`src/sv/walm_pkg.sv`:
```
`default_nettype none
package walm_pkg;
   localparam int MaxChannels = 2;
   localparam int WindowDepth = 1024;
   localparam int SampleBits = 16;
   localparam int SqSumBits = 42;
   localparam int NumBits = 12;

   typedef struct packed {
      logic                  channel;
      logic signed [15:0]    sample;
      logic                  eob;
   } item_type;

   localparam logic [0:0] CsrChannelCount = 1'b0;
   localparam logic [0:0] CsrWindowLen = 1'b1;
endpackage
`default_nettype wire

```
`src/sv/walm_front.sv`:
```
`default_nettype none
// accepts items, drops samples of unused channels unless they end a block, queues the rest
module walm_front
   import walm_pkg::*;
(
   input  wire logic     clock,
   input  wire logic     reset,
   input  wire logic     req_valid,
   output logic          req_stall,
   input  wire item_type req_item,
   input  wire logic [1:0] nch,
   output logic          q_valid,
   input  wire logic     q_pop,
   output item_type      q_item
);
   item_type    buf_ff [2];
   logic [1:0]  cnt_ff, cnt_in;
   logic        rd_ff, wr_ff;
   logic        push, keep, in_use;

   assign req_stall = (cnt_ff == 2'd2);
   // channel 0 is always in use, channel 1 only when two channels are active
   assign in_use = !req_item.channel || (nch >= 2'd2);
   assign keep = in_use || req_item.eob;
   assign push = req_valid && !req_stall && keep;
   assign q_valid = (cnt_ff != 2'd0);
   assign q_item = buf_ff[rd_ff];
   assign cnt_in = cnt_ff + {1'b0, push} - {1'b0, q_pop && q_valid};

   always_ff @(posedge clock) begin
      if (reset) begin
         cnt_ff <= '0;
         rd_ff <= 1'b0;
         wr_ff <= 1'b0;
      end else begin
         cnt_ff <= cnt_in;
         if (push) wr_ff <= ~wr_ff;
         if (q_pop && q_valid) rd_ff <= ~rd_ff;
      end
      if (push) buf_ff[wr_ff] <= req_item;
   end
`ifndef SYNTHESIS
   a_cnt: assert property (@(posedge clock) disable iff (reset) cnt_ff <= 2'd2)
      else $error("queue overflow");
   a_full: assert property (@(posedge clock) disable iff (reset)
      cnt_ff == 2'd2 |-> req_stall) else $error("full queue not stalling");
   a_empty: assert property (@(posedge clock) disable iff (reset)
      cnt_ff == 2'd0 |-> !q_valid) else $error("empty queue valid");
`endif
endmodule
`default_nettype wire

```
`config.mk`:
```
export PLATFORM = sky130hd
export DESIGN_NAME = walm_front
export DESIGN_NICKNAME = d
export VERILOG_FILES = /design/src/sv/walm_pkg.sv /design/src/sv/walm_front.sv
export SDC_FILE = /design/constraint.sdc
export NUM_CORES = 1
export LEC_CHECK = 0
export BUFFER_PORTS_ARGS = -buffer_cell sky130_fd_sc_hd__buf_2
export CAP_MARGIN = 40
export CORE_AREA = 3 3 61 63
export CTS_BUF_LIST = sky130_fd_sc_hd__clkbuf_4 sky130_fd_sc_hd__clkbuf_8
export CTS_CLUSTER_DIAMETER = 150
export DETAILED_ROUTE_END_ITERATION = 8
export DIE_AREA = 0 0 64 66
export GPL_ROUTABILITY_DRIVEN = 0
export HOLD_SLACK_MARGIN = 0.15
export PLACE_DENSITY = 0.76
export SLEW_MARGIN = 25
export SYNTH_ARGS = -nofsm -noshare
export SYNTH_HDL_FRONTEND = slang
export SYNTH_SLANG_ARGS = --single-unit
```
`constraint.sdc`:
```
create_clock -name clock -period 1.8 [get_ports clock]
set_input_delay 0.09 -clock clock [delete_from_list [all_inputs] [get_ports clock]]
set_output_delay 0.09 -clock clock [all_outputs]
set_load 0.02 [all_outputs]
```
* Yosys cells after proc, flatten, opt, wreduce, memory -nomap -nowiden
Memories as Yosys holds them, arrays and structs flattened. A register that Yosys moved wholly into a read port is not among the register bits.
Index checks and enable logic that the tools add are counted.
** Operators by class
- Add/subtract/negate cells :: 2
- Order comparisons :: 1
- Eq/ne operators :: 1
- Mux-type cells :: 4
- Bitwise logic cells :: 2
- Reduce and logical (&&, ||, !) cells :: 8
** Operators with widths (number)
- $mux W1 :: 4
- $logic_and A1 B1 Y1 :: 3
- $add A2 B1 Y2 :: 1
- $eq A2 B2 Y1 const B :: 1
- $ge A2 B2 Y1 const B :: 1
- $logic_not A1 Y1 :: 2
- $logic_or A1 B1 Y1 :: 2
- $not A1 Y1 :: 2
- $reduce_bool A2 Y1 :: 1
- $sub A2 B1 Y2 :: 1
** Word-level totals
- Flip-flop bits (word level) :: 4
- Memory bits (writable) :: 36
- Bits of input ports :: 24
- Output and inout port bits :: 20
- Word-level logic and storage cells :: 22
- Memories kept :: 1
** Memory list
- buf_ff :: depth 2, width 18, read ports 1, clocked after Yosys merged registers in 1, write ports 1, line walm_front.sv:16 : item_type buf_ff [2];

* Longest topological paths before layout
Gate-level depths: netlist of the first run.
- Depth in word-level cells :: 6
- Gate-level depth with buffers :: 8
- Depth with buffers taken out :: 8

* Worst setup path after synthesis of the first run
OpenSTA, ideal clock, no wires.
- Path kind :: register to register
- Start :: reg cnt_ff[1]
- End :: mem buf_ff[1][0] in the netlist's numbering, enable pin
- Setup time :: 393 ps
- Data arrival time :: 1585 ps
- Data required time :: 1407 ps
- Setup slack :: -177 ps
- Cell stages (with the launch flop) :: 4
- Path buffers :: 0
- Clock period less this slack :: 1977 ps
- Path through :: dfxtp_1 > nor2b_4 > a211o_4 > nor2_1
** On the way
- Cells in the longest elaborated chain, start to end :: 6
** Ends and longest elaborated chain
- start, declared :: line walm_front.sv:17 : logic [1:0] cnt_ff, cnt_in;
- start signal, assigned :: line walm_front.sv:36 : cnt_ff <= cnt_in;
- $eq A2 B2 Y1 :: line walm_front.sv:21 : assign req_stall = (cnt_ff == 2'd2);
- via req_stall :: line walm_front.sv:9 : output logic req_stall,
- $logic_not A1 Y1 :: line walm_front.sv:25 : assign push = req_valid && !req_stall && keep;
- $logic_and A1 B1 Y1 (2 in a row) :: line walm_front.sv:25
- $mux W1 :: line walm_front.sv:40 : if (push) buf_ff[wr_ff] <= req_item;
- $mux W1 (implied by the code) :: line walm_front.sv:40
- end, declared :: line walm_front.sv:16
The timed path passes the listed nets, and every way through them passes these cells.

* Final worst setup path of the first run
- Start :: in req_item[0] in the netlist's numbering
- End :: reg cnt_ff[1]
** On the way
- Cells in the longest elaborated chain, start to end :: 4
** Ends and longest elaborated chain
- start, declared :: line walm_front.sv:10 : input wire item_type req_item,
- $logic_or A1 B1 Y1 :: line walm_front.sv:24 : assign keep = in_use || req_item.eob;
- $logic_and A1 B1 Y1 :: line walm_front.sv:25
- $add A2 B1 Y2 :: line walm_front.sv:28 : assign cnt_in = cnt_ff + {1'b0, push} - {1'b0, q_pop && q_valid};
- $sub A2 B1 Y2 :: line walm_front.sv:28
No other way between the ends.
A chain may end at the register's enable or synchronous reset.

==> impl_metrics.py, run 1 <==
metrics = {
    "sta": {
        "slew_violations": 0,
        "fin_ws_ns": 0.0263,
        "fin_crit_sh_pct": 98.5,
        "final-hold-violation-count": 0,
        "relSlewSlack_pct": 87.8,
        "fin_skew_ns": 0.0135,
        "period_needed_ns": 1.77,
        "setup_violations": 0,
        "fmax_ghz": 0.564,
        "worst_pin_slew_ns": 0.182,
    },
    "synth": {
        "synth_most_common_cell": "edfxtp_1",
        "ys.flop_type": "edfxtp_1",
        "synthCells": 84,
        "synth_top_area_share_pct": 69.5,
        "yosys_warnings": 0,
        "ys_top_cells_by_count": "36 x edfxtp_1, 18 x mux2_2, 8 x nor2_1",
        "synth_edf_count": 36,
        "yosysSeqAreaShare_pct": 75.9,
        "netlist_area_sq_mm": 0.00156,
        "synth-seq-cells": 41,
        "synthTopCellsByArea": "edfxtp_1 69%, mux2_2 13%, dfxtp_1 6.4%",
        "synth_cell_type_count": 17,
        "synthesis.nets": 110,
        "syn_area_per_cell_sq_um": 18.5,
        "ys_async_sr_fraction_pct": 0,
        "netlist.top_cell.by_area": "edfxtp_1",
    },
    "grt": {
        "grt_max_degree": 14,
        "grt_use_total_pct": 14.9,
        "antenna_found_initial": 0,
        "grt_overflow": 0,
        "grt_pass1_wl_um": 4460,
        "grt_pass1_vias": 940,
    },
    "placed_design": {
        "io_buffer_count": 42,
        "dpl-instance-area_sq_mm": 0.00187,
        "preCtsSetupSlack_ns": -0.00941,
        "dp_hpwl_um": 1890,
    },
    "pwr": {
        "ir_worst_vdd_mv": 0.792,
        "p_clk_share_pct": 15.2,
        "comb_power_share_pct": 38.8,
        "power.leakage_uw": 0.000848,
        "seq_power_share_pct": 45.9,
        "p_sw_uw": 923,
        "p_per_area_mw_per_mm2": 1310,
        "p_int_uw": 1870,
        "p_sw_share_pct": 33.0,
    },
    "floorplan": {
        "core_sq_mm": 0.00328,
        "dieArea_sq_mm": 0.00422,
        "fp.dieH_um": 66,
        "io_pins": 44,
        "row_count": 21,
        "die_w_um": 64,
        "start_util_pct": 47.4,
    },
    "layout": {
        "drive_gt1_share_pct": 54.1,
        "nNetsFinal": 184,
        "area_delta_synth_final_pct": 37.3,
        "finalInstanceArea_sq_mm": 0.00214,
        "n_antenna_cell": 0,
    },
    "setup_path": {
        "required_ns": 2.07,
        "cp-end-kind": "flip-flop",
        "critPathKind": "input port to flip-flop",
        "start_kind": "input port",
        "critical_path_arrival_ns": 2.04,
        "cp_max_fo": 3,
    },
    "cts": {
        "cts_tree": "built",
        "clock_latency_ns": 0.34,
        "cts_max_level": 2,
        "cts_made_buffers": 5,
        "clk_pin_slew_ns": 0.11,
        "clock_sinks": 41,
        "clockBufferDepth": 2,
        "cts_root_buf": "clkbuf_4",
    },
    "drt": {
        "routed_via_density": 4.56,
        "drt_wl_total_um": 2890,
        "drtIter0Drc": 38,
        "vias": 935,
        "drc_errors": 0,
        "dr.pass1.iters": 4,
        "avgRoutedWirePerCell_um": 14.1,
        "postRouteAntennaNets": 0,
    },
    "run_status": {
        "status": "finished, final reports clean",
    },
    "worst_hold_path": {
        "hold_path.class": "input port to flip-flop",
    },
    "job": {
        "cap_violations": 0,
    },
}
-- path summary, 6_finish.rpt --
path               start   endpoint  cells after the start  slack (ns)
max          req_item[0]  cnt_ff[1]                     10        0.03
min reg2reg        rd_ff  flip-flop                      2        0.54
min                q_pop  flip-flop                      4        0.17
max reg2reg    cnt_ff[1]  cnt_ff[1]                      8        0.03
-- cells by family after synthesis --
| logic type | Yosys count | share of synthesized area (%) |
|---|---|---|
| DFF | 41 | 75.9 |
| muxes | 19 | 14.0 |
| and+or+nand+nor | 13 | 4.42 |
| buffers and inverters | 5 | 1.37 |
| AOI/OAI and AO/OA | 2 | 1.61 |
| xor gates and xnor gates | 2 | 1.13 |
| adders and majority gates | 2 | 1.61 |
-- stage by stage --
stage | hold slack [ns] | power [uW] | std cells | TNS, ns | utilization (%)
finish | 0.174 | 2800 | 205 | 0 | 65.1
global placement | 0.280 | 2280 | 177 | 0 | 56.8
detailed placement | 0.282 | 2330 | 177 | -0.00941 | 56.8
floorplan | 0.162 | 1990 | 84 | -6.39 | -
CTS | 0.156 | 2810 | 205 | 0 | 64.6
global route | 0.197 | 2980 | 205 | -0.0403 | 65.1
-- cell usage in the layout (no fill, tap or decap), types with 2 or more instances in the layout --
| master | instances |
|---|---|
| clkinv_2 | 2 |
| dlygate4sd3_1 | 19 |
| mux2_2 | 18 |
| nor2_1 | 8 |
| inv_1 | 3 |
| dfxtp_2 | 2 |
| buf_4 | 8 |
| buf_2 | 42 |
| dfxtp_1 | 3 |
| edfxtp_1 | 36 |
| clkbuf_4 | 5 |
-- power groups by stage --
stage,combinational [uW],clock [uW],sequential (uW)
final,1090,426,1280
after global routing,1170,503,1300
after CTS,1080,453,1290
after detailed placement,1020,0,1310
after global placement,989,0,1290
after floorplan,700,0,1290
-- per-layer routing --
metal | wire length (um) | part of all wire [%] | track usage [%]
met4 | 29 | 1.0 | 7.28
met1 | 1230 | 43 | 15.9
met3 | 140 | 4.8 | 5.44
met5 | 0 | 0 | 0
met2 | 1490 | 52 | 25.9
-- flip-flops by register name, indices dropped and copies added (netlist names), named ones only --
register  count
cnt_ff        2
wr_ff         1
rd_ff         1
buf_ff       36
-- critical path, cell delays in order --
cell and delay (ns):
dlygate4sd3_1 0.52, buf_2 0.12, nor2_1 0.05, a211o_4 0.33, ha_1 0.27, inv_1 0.04
ha_2 0.17, xor2_2 0.14, and2_2 0.20, nor3_2 0.10
-- repair_timing --
item | 4_1_cts | 5_1_grt
hold buffers | 19 | 0
setup endpoints to repair | 1 | 1
resized for setup | 2 | 3
endpoints found under the hold margin | 41 | 0
setup buffers | 1 | 0
-- area by class of cell --
class | instances | area [sq um]
fillers | 247 | 1150
multi-input cells | 38 | 369
well taps | 46 | 57.6
repair buffers | 69 | 460
inverters | 3 | 11.3
flip-flops and latches | 41 | 1180
clock inverters | 3 | 17.5
clock buffers | 5 | 37.5
No activity file was read; power rests on OpenSTA's default activity.
==> run 2, diff against run 1 <==
--- a/config.mk
+++ b/config.mk
@@ -7,14 +7,13 @@
 export LEC_CHECK = 0
 export BUFFER_PORTS_ARGS = -buffer_cell sky130_fd_sc_hd__buf_2
 export CAP_MARGIN = 40
-export CORE_AREA = 3 3 61 63
+export CORE_AREA = 3 3 71 73
 export CTS_BUF_LIST = sky130_fd_sc_hd__clkbuf_4 sky130_fd_sc_hd__clkbuf_8
 export CTS_CLUSTER_DIAMETER = 150
 export DETAILED_ROUTE_END_ITERATION = 8
-export DIE_AREA = 0 0 64 66
+export DIE_AREA = 0 0 74 76
 export GPL_ROUTABILITY_DRIVEN = 0
 export HOLD_SLACK_MARGIN = 0.15
-export PLACE_DENSITY = 0.76
 export SLEW_MARGIN = 25
 export SYNTH_ARGS = -nofsm -noshare
 export SYNTH_HDL_FRONTEND = slang
==> constraint.sdc (replaced) <==
create_clock -name clock -period 1.8 [get_ports clock]
set_input_delay 0.27 -clock clock [delete_from_list [all_inputs] [get_ports clock]]
set_output_delay 0.27 -clock clock [all_outputs]
set_load 0.02 [all_outputs]
==> run 2 against run 1 <==
  * Routed wire length fell by 5.2%
  * Register-to-register slack improved by 0.06 ns
  * Clock skew shrank 0.0075 ns
  * Worst setup slack better by 0.061 ns
  * Flip-flop and latch count stayed put
  * Cell area decreased by 2.5%
  * First-iteration DRC count up 7.9%
  * Worst hold slack worse by 0.0073 ns
  * Power grew 15%
  * Combinational power about the same
  * Clock power grew 110%
  * Sequential power is essentially flat
  * Critical path type is now flip-flop to flip-flop
  * Critical endpoint unchanged
  * Highest routed layer unchanged
==> impl_metrics.py, run 2 (same netlist as run 1, synthesis figures left out) <==
metrics = {
    "sta": {
        "slew_violations": 0,
        "setup_violations": 0,
        "period_needed_ns": 1.71,
        "fmax_ghz": 0.584,
        "worst_pin_slew_ns": 0.192,
        "final-hold-violation-count": 0,
        "fin_ws_ns": 0.0873,
        "fin_crit_sh_pct": 95.2,
        "rsz0062_at_grt": "no",
        "whs_ns": 0.167,
        "relSlewSlack_pct": 87.1,
        "fin_skew_ns": 0.00600,
    },
    "setup_path": {
        "crit_start": "cnt_ff[1]",
        "critPathBufInv": 1,
        "critical_path_arrival_ns": 1.92,
        "critPathKind": "flip-flop to flip-flop",
        "cp-end-kind": "flip-flop",
        "cp_max_fo": 2,
        "crit_chain": "nor2b_4, a211o_4, ha_4, inv_1, ha_2, xor2_1, and2_4, nor3_2",
        "path_delay_family": "simple AND/OR/NAND/NOR gates",
        "crit_slowest_cell": "dfxtp_2",
        "start_kind": "flip-flop",
        "cp_slowest_stage_delay_ns": 0.32,
        "worstReg2RegStart": "cnt_ff[1]",
        "required_ns": 2.01,
    },
    "grt": {
        "grt_pass1_vias": 939,
        "grt_use_total_pct": 10.3,
        "grt_max_degree": 19,
        "grt_pass1_wl_um": 4320,
        "grt_overflow": 0,
        "antenna_found_initial": 0,
    },
    "floorplan": {
        "die_w_um": 74,
        "core_sq_mm": 0.00441,
        "row_count": 24,
        "dieArea_sq_mm": 0.00562,
        "fp.dieH_um": 76,
        "io_pins": 44,
        "start_util_pct": 35.3,
    },
    "cts": {
        "cts_made_buffers": 5,
        "clock_latency_ns": 0.29,
        "clk_pin_slew_ns": 0.08,
        "clockBufferDepth": 2,
        "clock_sinks": 41,
        "cts_max_level": 2,
        "cts_root_buf": "clkbuf_8",
        "cts_tree": "built",
    },
    "drt": {
        "avgRoutedWirePerCell_um": 14.1,
        "drt_wl_total_um": 2740,
        "drt-met1-wl_um": 1100,
        "route.met2.wl_um": 1390,
        "dr.max_layer_used": "met4",
        "postRouteAntennaNets": 0,
        "met3WireLength_um": 235,
        "routed_via_density": 4.55,
        "drc_errors": 0,
        "drtIter0Drc": 41,
        "dr.pass1.iters": 4,
        "vias": 882,
    },
    "layout": {
        "largest_reg_flops": 36,
        "nNetsFinal": 167,
        "largest_register": "buf_ff",
        "n_antenna_cell": 0,
        "area_delta_synth_final_pct": 33.8,
        "drive_gt1_share_pct": 61.3,
        "fin_util_pct": 47.2,
        "fill_cells": 406,
        "final_common_cell": "buf_2",
        "top_regs": "buf_ff: 36 flops, cnt_ff: 2 flops",
        "mostFrequentLayoutCells": "42 x buf_2, 36 x edfxtp_1, 18 x mux2_2",
    },
    "pwr": {
        "ir_worst_vdd_mv": 0.637,
        "p_per_area_mw_per_mm2": 1550,
        "power.leakage_uw": 0.000819,
        "report.power.total_uw": 3230,
    },
    "worst_hold_path": {
        "hold_path.class": "input port to flip-flop",
        "hp-start": "req_item[1]",
    },
    "placed_design": {
        "io_buffer_count": 42,
        "preCtsSetupSlack_ns": -0.0687,
    },
    "run_status": {
        "status": "finished, final reports clean",
    },
    "job": {
        "cap_violations": 0,
    },
}
==> run 2: cell types whose count changed in the layout (fill, tap and decap cells not counted), sizes merged <==
cell | previous run | this run
dlygate4sd3 | 19 | 3
clkinvlp | 1 | 0
buf | 50 | 49
bufinv | 0 | 2
clkinv | 2 | 0
inv | 3 | 4
==> run 2: stage by stage <==
| step | area, sq um | cells | TNS (ns) |
|---|---|---|---|
| finish | 2080 | 194 | 0 |
| global route | 2080 | 194 | 0 |
| CTS | 2040 | 191 | 0 |
| detailed placement | 1890 | 183 | -0.0687 |
| global placement | 1890 | 183 | 0 |
| floorplan | 1560 | 84 | -6.39 |
==> run 2: layout make-up <==
| class | instances | area, sq um | area share [%] |
|---|---|---|---|
| Clock buffer | 5 | 68.8 | 3.30 |
| Clock inverter | 3 | 68.8 | 3.30 |
| Inverter | 3 | 11.3 | 0.541 |
| Multi-Input combinational cell | 38 | 380 | 18.3 |
| Sequential cell | 41 | 1180 | 56.8 |
| Tap cell | 52 | 65.1 | 3.12 |
| Timing Repair Buffer | 52 | 305 | 14.7 |
==> run 2: worst reg2reg max path, delay by kind of cell (launching register included) <==
family / cells / cell delay [ns]
flip-flops: 1 / 0.32
buffers and inverters: 1 / 0.03
XOR/XNOR: 1 / 0.15
AND/OR/NAND/NOR: 3 / 0.43
adder cells (fa/ha/maj): 2 / 0.42
AO/OA/AOI/OAI: 1 / 0.28
==> run 2: path summary, 6_finish.rpt <==
path                        to  slack, ns  cells after the start
setup / recovery     cnt_ff[1]       0.09                      8
hold / removal    buf_ff[1][1]       0.17                      1
setup reg to reg     cnt_ff[1]       0.09                      8
hold reg to reg          rd_ff       0.53                      2
==> run 2: power by group <==
part           total, uW  internal (uW)  switching (uW)
clock network        875            558             318
logic               1070            485             587
registers           1280           1230            54.1
total               3230           2270             958
==> run 2: repair_timing <==
action,in CTS,in global routing
endpoints found under the hold margin,0,6
hold buffers,0,3
buffers inserted,0,0
endpoints found under the setup margin,1,1
gates cloned,0,0
gates resized for setup,2,4
pin swaps,0,2
==> run 2: routing by layer <==
| metal | track usage, % | vias up |
|---|---|---|
| met3 | 4.75 | 2 |
| met2 | 17.3 | 33 |
| met1 | 11.2 | 421 |
| li1 | - | 426 |
| met4 | 3.80 | 0 |
| met5 | 0 | - |
